--- config.mk ---
export PLATFORM = sky130hd
export DESIGN_NAME = haptic_detent_torque_unit
export DESIGN_NICKNAME = d
export VERILOG_FILES = /design/src/hw/rtl/hdt_pkg.sv /design/src/hw/rtl/hdt_regs.sv /design/src/hw/rtl/hdt_ctrl.sv /design/src/hw/rtl/hdt_datapath.sv /design/src/hw/rtl/haptic_detent_torque_unit.sv
export SDC_FILE = /design/constraint.sdc
export NUM_CORES = 2
export LEC_CHECK = 0
export BUFFER_PORTS_ARGS = -buffer_cell sky130_fd_sc_hd__buf_2
export CORE_MARGIN = 2
export CORE_UTILIZATION = 45
export CTS_BUF_LIST = sky130_fd_sc_hd__clkbuf_4 sky130_fd_sc_hd__clkbuf_8
export DETAILED_ROUTE_END_ITERATION = 12
export PLACE_DENSITY = 0.71
export SYNTH_ARGS = -nofsm -noshare
export SYNTH_HDL_FRONTEND = slang
export SYNTH_SLANG_ARGS = --single-unit
--- constraint.sdc ---
create_clock -name aclk -period 7.35 [get_ports aclk]
set_input_delay 0.3675 -clock aclk [delete_from_list [all_inputs] [get_ports aclk]]
set_output_delay 0.3675 -clock aclk [all_outputs]
set_load 0.01 [all_outputs]
--- src/hw/rtl/hdt_pkg.sv ---
`timescale 1ns / 1ps
package hdt_pkg;

    localparam int ANGLE_W = 24;
    localparam int GAIN_W  = 10;
    localparam int WIDTH_W = 17;
    localparam int HYST_W  = 12;
    localparam int CUR_W   = 16;
    localparam int CNT_W   = 16;
    localparam int EVT_W   = 2;
    localparam int ADDR_W  = 4;
    localparam int DATA_W  = 32;

    localparam int STEP_W  = $clog2(ANGLE_W);
    localparam logic [STEP_W-1:0] LAST_STEP = STEP_W'(ANGLE_W - 1);

    // spring scale: 2^14 / (1000 * 2^8) = 8 / 125
    localparam int MAG_W     = 15;
    localparam int PROD_W    = GAIN_W + WIDTH_W;
    localparam int XCAP_W    = 21;
    localparam logic [XCAP_W-1:0] X_CAP = XCAP_W'(2048000);
    localparam int RECIP_W   = 22;
    localparam logic [RECIP_W-1:0] RECIP = RECIP_W'(2147484);
    localparam int RECIP_SH  = 28;
    localparam int QPROD_W   = XCAP_W + RECIP_W;

    // snap threshold: |x| * 625 > gain * width * 18
    localparam int THR_W    = 32;
    localparam int EDGE_W   = 25;
    localparam logic [9:0] SNAP_SCALE = 10'd625;

    localparam logic [1:0] REG_GAIN  = 2'd0;
    localparam logic [1:0] REG_WIDTH = 2'd1;
    localparam logic [1:0] REG_HYST  = 2'd2;

    localparam logic [GAIN_W-1:0]  GAIN_RST  = GAIN_W'(10);
    localparam logic [WIDTH_W-1:0] WIDTH_RST = WIDTH_W'(5120);
    localparam logic [HYST_W-1:0]  HYST_RST  = HYST_W'(77);
    localparam logic [WIDTH_W-1:0] WIDTH_MIN = WIDTH_W'(2);

    localparam logic [EVT_W-1:0] EVT_NONE = 2'd0;
    localparam logic [EVT_W-1:0] EVT_CW   = 2'd1;
    localparam logic [EVT_W-1:0] EVT_CCW  = 2'd2;

    typedef enum logic [2:0] {
        ST_IDLE,
        ST_DIV,
        ST_FOLD,
        ST_MUL1,
        ST_MUL2,
        ST_SELECT,
        ST_EMIT
    } state_t;

    typedef struct packed {
        logic load;
        logic div_step;
        logic fold;
        logic mul1;
        logic mul2;
        logic sel;
        logic emit;
    } cmd_t;

    typedef struct packed {
        logic div_last;
        logic out_busy;
    } status_t;

endpackage

--- src/hw/rtl/hdt_regs.sv ---
`timescale 1ns / 1ps
module hdt_regs
    import hdt_pkg::*;
(
    input  logic               aclk,
    input  logic               aresetn,
    input  logic               psel,
    input  logic               penable,
    input  logic               pwrite,
    input  logic [ADDR_W-1:0]  paddr,
    input  logic [DATA_W-1:0]  pwdata,
    output logic [DATA_W-1:0]  prdata,
    output logic               pready,
    output logic [GAIN_W-1:0]  gain,
    output logic [WIDTH_W-1:0] width,
    output logic [HYST_W-1:0]  hyst
);

    logic [GAIN_W-1:0]  gain_reg;
    logic [WIDTH_W-1:0] width_reg;
    logic [HYST_W-1:0]  hyst_reg;
    logic               wr_en;

    assign pready = 1'b1;
    assign wr_en  = psel & penable & pwrite;

    always_ff @(posedge aclk) begin
        if (!aresetn) begin
            gain_reg  <= GAIN_RST;
            width_reg <= WIDTH_RST;
            hyst_reg  <= HYST_RST;
        end else if (wr_en) begin
            unique case (paddr[3:2])
                REG_GAIN:  gain_reg  <= pwdata[GAIN_W-1:0];
                REG_WIDTH: width_reg <= pwdata[WIDTH_W-1:0];
                REG_HYST:  hyst_reg  <= pwdata[HYST_W-1:0];
                default: ;
            endcase
        end
    end

    always_comb begin
        unique case (paddr[3:2])
            REG_GAIN:  prdata = {{(DATA_W-GAIN_W){1'b0}}, gain_reg};
            REG_WIDTH: prdata = {{(DATA_W-WIDTH_W){1'b0}}, width_reg};
            REG_HYST:  prdata = {{(DATA_W-HYST_W){1'b0}}, hyst_reg};
            default:   prdata = '0;
        endcase
    end

    assign gain  = gain_reg;
    assign width = width_reg;
    assign hyst  = hyst_reg;

endmodule

--- src/hw/rtl/hdt_ctrl.sv ---
`timescale 1ns / 1ps
module hdt_ctrl
    import hdt_pkg::*;
(
    input  logic    aclk,
    input  logic    aresetn,
    input  logic    s_valid,
    output logic    s_ready,
    input  status_t status,
    output cmd_t    cmd
);

    state_t state_reg;
    state_t state_next;

    always_ff @(posedge aclk) begin
        if (!aresetn) begin
            state_reg <= ST_IDLE;
        end else begin
            state_reg <= state_next;
        end
    end

    always_comb begin
        state_next = state_reg;
        cmd        = '0;
        s_ready    = 1'b0;
        unique case (state_reg)
            ST_IDLE: begin
                s_ready = 1'b1;
                if (s_valid) begin
                    cmd.load   = 1'b1;
                    state_next = ST_DIV;
                end
            end
            ST_DIV: begin
                cmd.div_step = 1'b1;
                if (status.div_last) begin
                    state_next = ST_FOLD;
                end
            end
            ST_FOLD: begin
                cmd.fold   = 1'b1;
                state_next = ST_MUL1;
            end
            ST_MUL1: begin
                cmd.mul1   = 1'b1;
                state_next = ST_MUL2;
            end
            ST_MUL2: begin
                cmd.mul2   = 1'b1;
                state_next = ST_SELECT;
            end
            ST_SELECT: begin
                cmd.sel    = 1'b1;
                state_next = ST_EMIT;
            end
            ST_EMIT: begin
                if (!status.out_busy) begin
                    cmd.emit   = 1'b1;
                    state_next = ST_IDLE;
                end
            end
            default: state_next = ST_IDLE;
        endcase
    end

endmodule

--- src/hw/rtl/hdt_datapath.sv ---
`timescale 1ns / 1ps
module hdt_datapath
    import hdt_pkg::*;
(
    input  logic                      aclk,
    input  logic                      aresetn,
    input  cmd_t                      cmd,
    output status_t                   status,
    input  logic [GAIN_W-1:0]         gain,
    input  logic [WIDTH_W-1:0]        width,
    input  logic [HYST_W-1:0]         hyst,
    input  logic signed [ANGLE_W-1:0] s_shaft_angle,
    output logic                      m_valid,
    input  logic                      m_ready,
    output logic signed [CUR_W-1:0]   m_drive_current,
    output logic signed [CNT_W-1:0]   m_detent_count,
    output logic [EVT_W-1:0]          m_snap_event
);

    logic [ANGLE_W-1:0]      abs_reg;
    logic                    apos_reg;
    logic [WIDTH_W-1:0]      w_reg;
    logic [PROD_W-1:0]       gw_reg;
    logic [WIDTH_W-1:0]      rem_reg;
    logic [STEP_W-1:0]       step_reg;
    logic [WIDTH_W-1:0]      d_reg;
    logic                    neg_reg;
    logic                    band_reg;
    logic [THR_W-1:0]        thr_reg;
    logic [PROD_W-1:0]       prod_reg;
    logic [MAG_W-1:0]        mag_reg;
    logic signed [CUR_W-1:0] cur_reg;
    logic signed [CUR_W-1:0] prev_reg;
    logic [CNT_W-1:0]        count_reg;
    logic                    m_valid_reg;
    logic signed [CUR_W-1:0] out_cur_reg;
    logic [CNT_W-1:0]        out_cnt_reg;
    logic [EVT_W-1:0]        out_evt_reg;

    logic [WIDTH_W-1:0]      w_eff;
    logic [ANGLE_W-1:0]      angle_abs;
    logic [WIDTH_W:0]        rem_sh;
    logic                    rem_ge;
    logic [WIDTH_W:0]        two_r;
    logic                    upper;
    logic signed [WIDTH_W+1:0] diff;
    logic [WIDTH_W:0]        diff_abs;
    logic [WIDTH_W:0]        band2;
    logic [PROD_W+2:0]       x_full;
    logic [XCAP_W-1:0]       x_cap;
    logic [QPROD_W-1:0]      q_prod;
    logic signed [CUR_W-1:0] spring;
    logic                    hold;
    logic [MAG_W-1:0]        prev_abs;
    logic [MAG_W-1:0]        cur_abs;
    logic [EDGE_W-1:0]       prev_scaled;
    logic [EDGE_W-1:0]       cur_scaled;
    logic                    edge_ok;
    logic                    snap_up;
    logic                    snap_dn;

    assign w_eff     = (width < WIDTH_MIN) ? WIDTH_MIN : width;
    assign angle_abs = s_shaft_angle[ANGLE_W-1] ? ANGLE_W'(-s_shaft_angle)
                                                : ANGLE_W'(s_shaft_angle);

    assign rem_sh = {rem_reg, abs_reg[ANGLE_W-1]};
    assign rem_ge = rem_sh >= {1'b0, w_reg};

    assign two_r    = {rem_reg, 1'b0};
    assign upper    = two_r >= {1'b0, w_reg};
    assign diff     = $signed({1'b0, two_r}) - $signed({2'b00, w_reg});
    assign diff_abs = diff[WIDTH_W+1] ? (WIDTH_W+1)'(-diff) : (WIDTH_W+1)'(diff);
    assign band2    = {{(WIDTH_W-HYST_W){1'b0}}, hyst, 1'b0};

    assign x_full = {prod_reg, 3'b000};
    assign x_cap  = (x_full >= {{(PROD_W+3-XCAP_W){1'b0}}, X_CAP}) ? X_CAP
                                                                   : x_full[XCAP_W-1:0];
    assign q_prod = {{RECIP_W{1'b0}}, x_cap} * {{XCAP_W{1'b0}}, RECIP};

    assign spring = neg_reg ? -$signed({1'b0, mag_reg}) : $signed({1'b0, mag_reg});
    assign hold   = band_reg && (neg_reg ? (prev_reg > 0) : (prev_reg < 0));

    assign prev_abs    = prev_reg[CUR_W-1] ? MAG_W'(-prev_reg) : MAG_W'(prev_reg);
    assign cur_abs     = cur_reg[CUR_W-1] ? MAG_W'(-cur_reg) : MAG_W'(cur_reg);
    assign prev_scaled = {10'b0, prev_abs} * {15'b0, SNAP_SCALE};
    assign cur_scaled  = {10'b0, cur_abs} * {15'b0, SNAP_SCALE};
    assign edge_ok = ({{(THR_W-EDGE_W){1'b0}}, prev_scaled} > thr_reg)
                  && ({{(THR_W-EDGE_W){1'b0}}, cur_scaled} > thr_reg);
    assign snap_dn = (prev_reg > 0) && (cur_reg < 0) && edge_ok;
    assign snap_up = (prev_reg < 0) && (cur_reg > 0) && edge_ok;

    always_ff @(posedge aclk) begin
        if (cmd.load) begin
            abs_reg  <= angle_abs;
            apos_reg <= !s_shaft_angle[ANGLE_W-1] && (s_shaft_angle != '0);
            w_reg    <= w_eff;
            gw_reg   <= {{WIDTH_W{1'b0}}, gain} * {{GAIN_W{1'b0}}, w_eff};
            rem_reg  <= '0;
            step_reg <= '0;
        end
        if (cmd.div_step) begin
            abs_reg  <= {abs_reg[ANGLE_W-2:0], 1'b0};
            rem_reg  <= rem_ge ? WIDTH_W'(rem_sh - {1'b0, w_reg}) : rem_sh[WIDTH_W-1:0];
            step_reg <= step_reg + 1'b1;
        end
        if (cmd.fold) begin
            d_reg    <= upper ? (w_reg - rem_reg) : rem_reg;
            neg_reg  <= (apos_reg == upper);
            band_reg <= diff_abs <= band2;
            thr_reg  <= {1'b0, gw_reg, 4'b0000} + {4'b0000, gw_reg, 1'b0};
        end
        if (cmd.mul1) begin
            prod_reg <= {{GAIN_W{1'b0}}, d_reg} * {{WIDTH_W{1'b0}}, gain};
        end
        if (cmd.mul2) begin
            mag_reg <= q_prod[RECIP_SH +: MAG_W];
        end
        if (cmd.sel) begin
            cur_reg <= hold ? prev_reg : spring;
        end
        if (cmd.emit) begin
            out_cur_reg <= cur_reg;
            if (snap_dn) begin
                out_cnt_reg <= count_reg - 1'b1;
                out_evt_reg <= EVT_CCW;
            end else if (snap_up) begin
                out_cnt_reg <= count_reg + 1'b1;
                out_evt_reg <= EVT_CW;
            end else begin
                out_cnt_reg <= count_reg;
                out_evt_reg <= EVT_NONE;
            end
        end
    end

    always_ff @(posedge aclk) begin
        if (!aresetn) begin
            prev_reg    <= '0;
            count_reg   <= '0;
            m_valid_reg <= 1'b0;
        end else begin
            if (cmd.emit) begin
                prev_reg <= cur_reg;
                if (snap_dn) begin
                    count_reg <= count_reg - 1'b1;
                end else if (snap_up) begin
                    count_reg <= count_reg + 1'b1;
                end
                m_valid_reg <= 1'b1;
            end else if (m_ready) begin
                m_valid_reg <= 1'b0;
            end
        end
    end

    assign status.div_last = (step_reg == LAST_STEP);
    assign status.out_busy = m_valid_reg & ~m_ready;

    assign m_valid         = m_valid_reg;
    assign m_drive_current = out_cur_reg;
    assign m_detent_count  = out_cnt_reg;
    assign m_snap_event    = out_evt_reg;

endmodule

--- src/hw/rtl/haptic_detent_torque_unit.sv ---
`timescale 1ns / 1ps
// Each request runs the 24-step restoring divider that takes the angle modulo the
// detent width, then fold, MUL1, MUL2, select and emit; emit waits while the last result
// is still held, and no new request is taken until the current one has been emitted.
// A finished result waits in the output register while the next request is taken.
// Reset (aresetn low, synchronous): registers return to defaults, current and count clear.
module haptic_detent_torque_unit
    import hdt_pkg::*;
(
    input  logic                      aclk,
    input  logic                      aresetn,
    input  logic                      psel,
    input  logic                      penable,
    input  logic                      pwrite,
    input  logic [ADDR_W-1:0]         paddr,
    input  logic [DATA_W-1:0]         pwdata,
    output logic [DATA_W-1:0]         prdata,
    output logic                      pready,
    input  logic                      s_valid,
    output logic                      s_ready,
    input  logic signed [ANGLE_W-1:0] s_shaft_angle,
    output logic                      m_valid,
    input  logic                      m_ready,
    output logic signed [CUR_W-1:0]   m_drive_current,
    output logic signed [CNT_W-1:0]   m_detent_count,
    output logic [EVT_W-1:0]          m_snap_event
);

    logic [GAIN_W-1:0]  gain;
    logic [WIDTH_W-1:0] width;
    logic [HYST_W-1:0]  hyst;
    cmd_t               cmd;
    status_t            status;

    hdt_regs u_regs (
        .aclk    (aclk),
        .aresetn (aresetn),
        .psel    (psel),
        .penable (penable),
        .pwrite  (pwrite),
        .paddr   (paddr),
        .pwdata  (pwdata),
        .prdata  (prdata),
        .pready  (pready),
        .gain    (gain),
        .width   (width),
        .hyst    (hyst)
    );

    hdt_ctrl u_ctrl (
        .aclk    (aclk),
        .aresetn (aresetn),
        .s_valid (s_valid),
        .s_ready (s_ready),
        .status  (status),
        .cmd     (cmd)
    );

    hdt_datapath u_dp (
        .aclk            (aclk),
        .aresetn         (aresetn),
        .cmd             (cmd),
        .status          (status),
        .gain            (gain),
        .width           (width),
        .hyst            (hyst),
        .s_shaft_angle   (s_shaft_angle),
        .m_valid         (m_valid),
        .m_ready         (m_ready),
        .m_drive_current (m_drive_current),
        .m_detent_count  (m_detent_count),
        .m_snap_event    (m_snap_event)
    );

endmodule

After elaboration in Yosys (flattened, before gate mapping)
Cells that the tools add are included. Widths: inputs -> output; s select.

$add $sub $neg: 12. $mul: 5. $lt $le $gt $ge: 11. Equality and inequality tests: 13. Muxes and demuxes: 37. Bitwise logic cells: 4. Reductions and logical operators: 17.

Operators with widths (count): $mux 17 (5); $mux 24 (3); $gt 25x32->1 (2); $mux 16 (4); $pmux 17 s3 (1); $mul 15x10->25 const B (2); $mul 21x20->41 const B (1); $ge 18x17->1 (2); $sub 17x17->17 (2); $add 31x28->32 (1); $gt 16x1->1 const B (2); $lt 16x1->1 const B (2); $ge 30x21->1 const B (1); $mux 15 (2); $neg 15->15 (2); $mul 10x17->27 (1); $mul 17x10->27 (1); $neg 24->24 (1); $reduce_bool 24->1 (1); $mux 21 (1); $pmux 3 s7 (1); $sub 18x17->19 (1); $le 18x13->1 (1); $mux 18 (1); 26 further kinds (58).

Flip-flop bits (word level): 309. Bits of input ports: 67. Output and inout bits: 69. Word-level logic and storage cells: 123.

Logic depth before layout (Yosys ltp)
Depth in word-level cells: 8. Gate-level depth with buffers: 36. Mapped depth without buffers: 35.

Cells and area by module
Synthesis repeated with hierarchy kept, for this count alone.

Cell total of the unflattened synthesis: 4222. Area total of the unflattened synthesis: 39140.0 um^2.

Modules (own cells, without submodules): hdt_datapath (times used 1, cells each 3975, area each 36963.0 um^2, seq. area each 7647.3 um^2); hdt_regs (times used 1, cells each 220, area each 1939.4 um^2, seq. area each 780.7 um^2); hdt_ctrl (times used 1, cells each 27, area each 237.7 um^2, seq. area each 60.1 um^2).

Worst setup path after synthesis
OpenSTA, ideal clock, no wires.

Kind: reg-to-reg. Start: register u_dp.prev_reg[2]. End: register u_dp.out_cnt_reg[15], in the netlist u_dp.m_detent_count[15], data pin. Setup time: 270 ps. Arrival: 7861 ps. Data required time: 7080 ps. Setup slack: -781 ps. Cell stages (with the launch flop): 32. Path buffers: 1. Period minus slack after synthesis: 8131 ps. Path through: dfxtp_1 > or3_1 > o41ai_1 > nand2_1 > xor2_1 > ha_1 > xor2_1 > ha_1 > fa_1 > ha_1 > inv_1 > fa_1 > inv_1 > ha_1 > or3_1 > a2111oi_0 > nor3_1 > a211o_1 > a31o_2 > a31oi_1 > xnor2_1 > ha_1 > a21o_1 > a21oi_1 > nand2_1 > o311ai_0 > o2111ai_1 > o211a_1 > and2_1 > clkbuf_1 > o32ai_1 > xor2_1.

Cells in the longest elaborated chain, start to end: 8. Elaborated cells between the ends (all ways): 13. Classes of those cells: add/sub (1); mul (1); order compare (3); mux (3); reduce/logical (5).

Ends and longest elaborated chain: start, declared (RTL line hdt_datapath.sv:33) `logic signed [CUR_W-1:0] prev_reg;`; start signal, assigned (RTL line hdt_datapath.sv:143) `prev_reg <= cur_reg;`; $neg 15->15 (RTL line hdt_datapath.sv:83) `assign prev_abs = prev_reg[CUR_W-1] ? MAG_W'(-prev_reg) : MAG_W'(prev_reg);`; $mux 15 (RTL line hdt_datapath.sv:83); $mul 15x10->25 (RTL line hdt_datapath.sv:85) `assign prev_scaled = {10'b0, prev_abs} * {15'b0, SNAP_SCALE};`; $gt 25x32->1 (RTL line hdt_datapath.sv:87) `assign edge_ok = ({{(THR_W-EDGE_W){1'b0}}, prev_scaled} > thr_reg)`; $logic_and 1x1->1 (RTL line hdt_datapath.sv:88) `&& ({{(THR_W-EDGE_W){1'b0}}, cur_scaled} > thr_reg);`; $logic_and 1x1->1 (RTL line hdt_datapath.sv:90) `assign snap_up = (prev_reg < 0) && (cur_reg > 0) && edge_ok;`; $mux 16; $mux 16 (*); end signal, assigned (RTL line hdt_datapath.sv:124) `out_cnt_reg <= count_reg - 1'b1;`; end signal, assigned (RTL line hdt_datapath.sv:127) `out_cnt_reg <= count_reg + 1'b1;`; end signal, assigned (RTL line hdt_datapath.sv:130) `out_cnt_reg <= count_reg;`; end, declared (RTL line hdt_datapath.sv:37) `logic [CNT_W-1:0] out_cnt_reg;`.

Every way passes the cells marked *; elsewhere a longest branch is shown, timed or not. A chain may end at the register's enable or synchronous reset.

Final worst setup path
Start: register u_dp.prev_reg[1]. End: register u_dp.out_cnt_reg[8], in the netlist u_dp.m_detent_count[8], data pin.

The elaborated chain is that of the path after synthesis.

==> impl_metrics.env <==
export IMPL_dp_slack_ps=-386.5
export IMPL_final_antenna_net_count=0
export IMPL_numCtsBuffers=57
export IMPL_violations="setup timing"
export IMPL_synthAdderAreaFrac_pct=37.13
export IMPL_critPathKind="reg2reg"
export IMPL_synth_compound_area_share_pct=10.76
export IMPL_gp_congestion=0.9135
export IMPL_drt_iter0_markers=1673
export IMPL_dpl_cell_area_um2=41460
export IMPL_cts_sinks=308
export IMPL_num_io_pins=136
export IMPL_vdd_ir_drop_max_mv=0.2206
export IMPL_netlist_area_leader_share_pct=19.06
export IMPL_num_rows=107
export IMPL_port_buffers=102
export IMPL_synth_edf_count=232
export IMPL_drive_gt1_share_pct=13.63
export IMPL_start_util_pct=45.25
export IMPL_fillers=7629
export IMPL_required_ps=7740
export IMPL_drc_errors=0
export IMPL_synth_area_leaders="fa_1 (19%), edfxtp_1 (18%), ha_1 (18%)"
export IMPL_cp_max_fo=5
export IMPL_viasPerCell=5.299
export IMPL_synthSimpleGateAreaFrac_pct=14.80
export IMPL_dieArea_um2=87560
export IMPL_cts_buffer_depth=3
export IMPL_synth_top_family_by_area="adder cells"
export IMPL_total_leakage_power_nw=21.65
export IMPL_ys_warn_count=0
export IMPL_die_x_um=295.9
export IMPL_vias=29740
export IMPL_diodes=0
export IMPL_cp_arrival_ps=7940
export IMPL_maxSlewHeadroom_pct=27.03
export IMPL_maxSlewViolCount=0
export IMPL_hold_violations=0
export IMPL_clk_root_buffer_cell="clkbuf_8"
export IMPL_synth_area_um2=38340
export IMPL_finalCriticalPeriod_ps=7551
export IMPL_min_path_type="in2reg"
export IMPL_cts_max_level=2
export IMPL_synth_cells=4160
export IMPL_design_area_um2=43620
export IMPL_yosys_top_cells_count="inv_1 (616), ha_1 (554), nand2_1 (487), fa_1 (365), edfxtp_1 (232)"
export IMPL_routedWlPerCell_um=16.30
export IMPL_cts_tree="built"
export IMPL_antenna_found_initial=0
export IMPL_ys_ff_latch=308
export IMPL_seq_area_frac_synth_pct=22.14
export IMPL_place_hpwl_um=72100
export IMPL_skew_ps=57.17
export IMPL_yosysTopAreaCell="fa_1"
export IMPL_grt_pass1_vias=30110
export IMPL_critPathMostFrequentCell="ha_1"
export IMPL_grt_use_total_pct=21.11
export IMPL_p_per_area_nw_per_um2=176.2
export IMPL_max_cap_viol_count=0
export IMPL_layout_setup_ws_ps=-201.4
export IMPL_worst_pin_slew_ps=1090
export IMPL_end_kind="register"
export IMPL_min_delay_start="s_shaft_angle[8]"
export IMPL_core_um2=84750
export IMPL_min_period_over_period_pct=102.7
export IMPL_rsz0062_at_grt="yes"
export IMPL_synth_cell_types=83
export IMPL_die_y_um=295.9
export IMPL_clkTransAtPathRegs_ps=60
export IMPL_drt_pass1_iter_count=6
export IMPL_yosys_area_share_xor_xnor_pct=6.122
export IMPL_finalSetupViolCount=31
export IMPL_cp_start_kind="register"
export IMPL_r2r_start="u_dp.prev_reg[1]$_SDFFE_PN0P_"
export IMPL_status="complete, but fails checks"
export IMPL_grt_max_degree=63
export IMPL_grt_overflow=0
export IMPL_syn2layout_area_growth_pct=13.77
export IMPL_tns_ps=-3358
export IMPL_largest_reg_flops=31
export IMPL_avgSynthCellArea_um2=9.217
export IMPL_async_flop_share_pct=0
export IMPL_synthFlopType="edfxtp_1"
export IMPL_wirelength_um=91450
export IMPL_num_nets_final=5405
export IMPL_clock_fmax_mhz=132.4
export IMPL_critPathLaunch="u_dp.prev_reg[1]$_SDFFE_PN0P_"
export IMPL_critical_path_slowest_cell="fa_1"
export IMPL_clock_latency_ps=670
export IMPL_power_mw=7.685
export IMPL_grt_pass1_wl_um=149900
export IMPL_yosysMostFrequentCell="inv_1"
export IMPL_cpPeakStageDelay_ps=510
export IMPL_synth_area_mux_share_pct=0.8973
[cells in the final DEF, fill, tap and decap left out, types with 14 or more instances in the layout]
| master | instances |
|---|---|
| mux2i_1 | 30 |
| and2_1 | 172 |
| conb_1 | 16 |
| nand4_1 | 38 |
| nor2b_1 | 27 |
| inv_1 | 607 |
| nor4_1 | 14 |
| nor3_1 | 46 |
| o21a_1 | 26 |
| o31ai_1 | 17 |
| xor2_1 | 97 |
| dlygate4sd3_1 | 18 |
| xnor2_1 | 164 |
| o21ai_0 | 138 |
| buf_4 | 236 |
| fa_1 | 365 |
| ha_1 | 547 |
| and3_1 | 38 |
| or2_2 | 14 |
| edfxtp_1 | 232 |
| nor2_1 | 158 |
| clkbuf_8 | 69 |
| a211oi_1 | 28 |
| or3_1 | 25 |
| a21oi_2 | 15 |
| nand3_1 | 69 |
| a21oi_1 | 196 |
| nand2b_1 | 26 |
| clkbuf_4 | 20 |
| dfxtp_1 | 73 |
| buf_2 | 102 |
| nand2_1 | 479 |
| a21o_1 | 71 |
[kinds of logic (layout without fill, tap and decap cells)]
logic type	count (synthesis)	in the layout
compound gates	653	653
xor+xnor	268	268
fa+ha+maj	919	919
buf+inv	796	1090
flops	308	308
mux	34	34
other cells	2	16
simple gates	1180	1180
[layout make-up]
class	instances	area (um2)	area share (%)
Multi-Input combinational cell	3070	27430	62.88
Tap cell	1144	1431	3.281
Clock inverter	19	234.0	0.5363
Timing Repair Buffer	366	2624	6.014
Sequential cell	308	8492	19.47
Clock buffer	89	1100	2.521
Inverter	616	2312	5.300
[timing repair]
action                                  4_1_cts  5_1_grt
hold buffers                                 18        0
gates resized for setup                      34       90
endpoints found under the setup margin       34       46
pin swaps                                    22       39
endpoints found under the hold margin        40        0
setup buffers                                 1       12
cloned                                        0        2
[path summary, 6_finish.rpt]
check                                          end  slack [ps]  cells past startpoint
hold reg to reg     u_dp.prev_reg[14]$_SDFFE_PN0P_         470                      2
setup / recovery  u_dp.m_detent_count[8]$_DFFE_PP_        -200                     35
hold / removal           u_dp.abs_reg[8]$_DFFE_PP_         100                      3
setup reg to reg  u_dp.m_detent_count[8]$_DFFE_PP_        -200                     35
[worst max-delay path: cells and delay by family, from the launching register on]
kind,cells,cell delay (ps)
buffers and inverters,5,450
flip-flops,1,320
AND/OR/NAND/NOR,7,1290
XOR/XNOR,4,550
AO/OA/AOI/OAI,11,2300
adder cells (fa/ha/maj),8,2400
[power breakdown]
part	switching (mW)	total, mW	leakage [nW]	internal, mW
registers	0.161	2.32	2.83	2.16
logic	1.97	3.44	18.1	1.48
clock network	0.788	1.92	0.704	1.13
total	2.92	7.69	21.7	4.77
[layer usage]
| layer | vias up | global-route usage (%) | part of all wire [%] |
|---|---|---|---|
| li1 | 14400 | - | - |
| met1 | 14380 | 27.64 | 43 |
| met2 | 793 | 36.16 | 48 |
| met3 | 167 | 2.795 | 5.3 |
| met4 | 0 | 6.673 | 3.2 |
| met5 | - | 0 | 0 |
[per-stage QoR]
step / hold slack [ps] / cells / utilization (%)
global route: 94.94 / 5612 / 51.48
global placement: 444.7 / 5471 / 48.93
finish: 104.1 / 5612 / 51.48
detailed placement: 450.7 / 5471 / 48.93
CTS: 46.06 / 5598 / 50.91
floorplan: 424.4 / 4174 / -
Note: power is estimated with default switching activity, not from simulation.
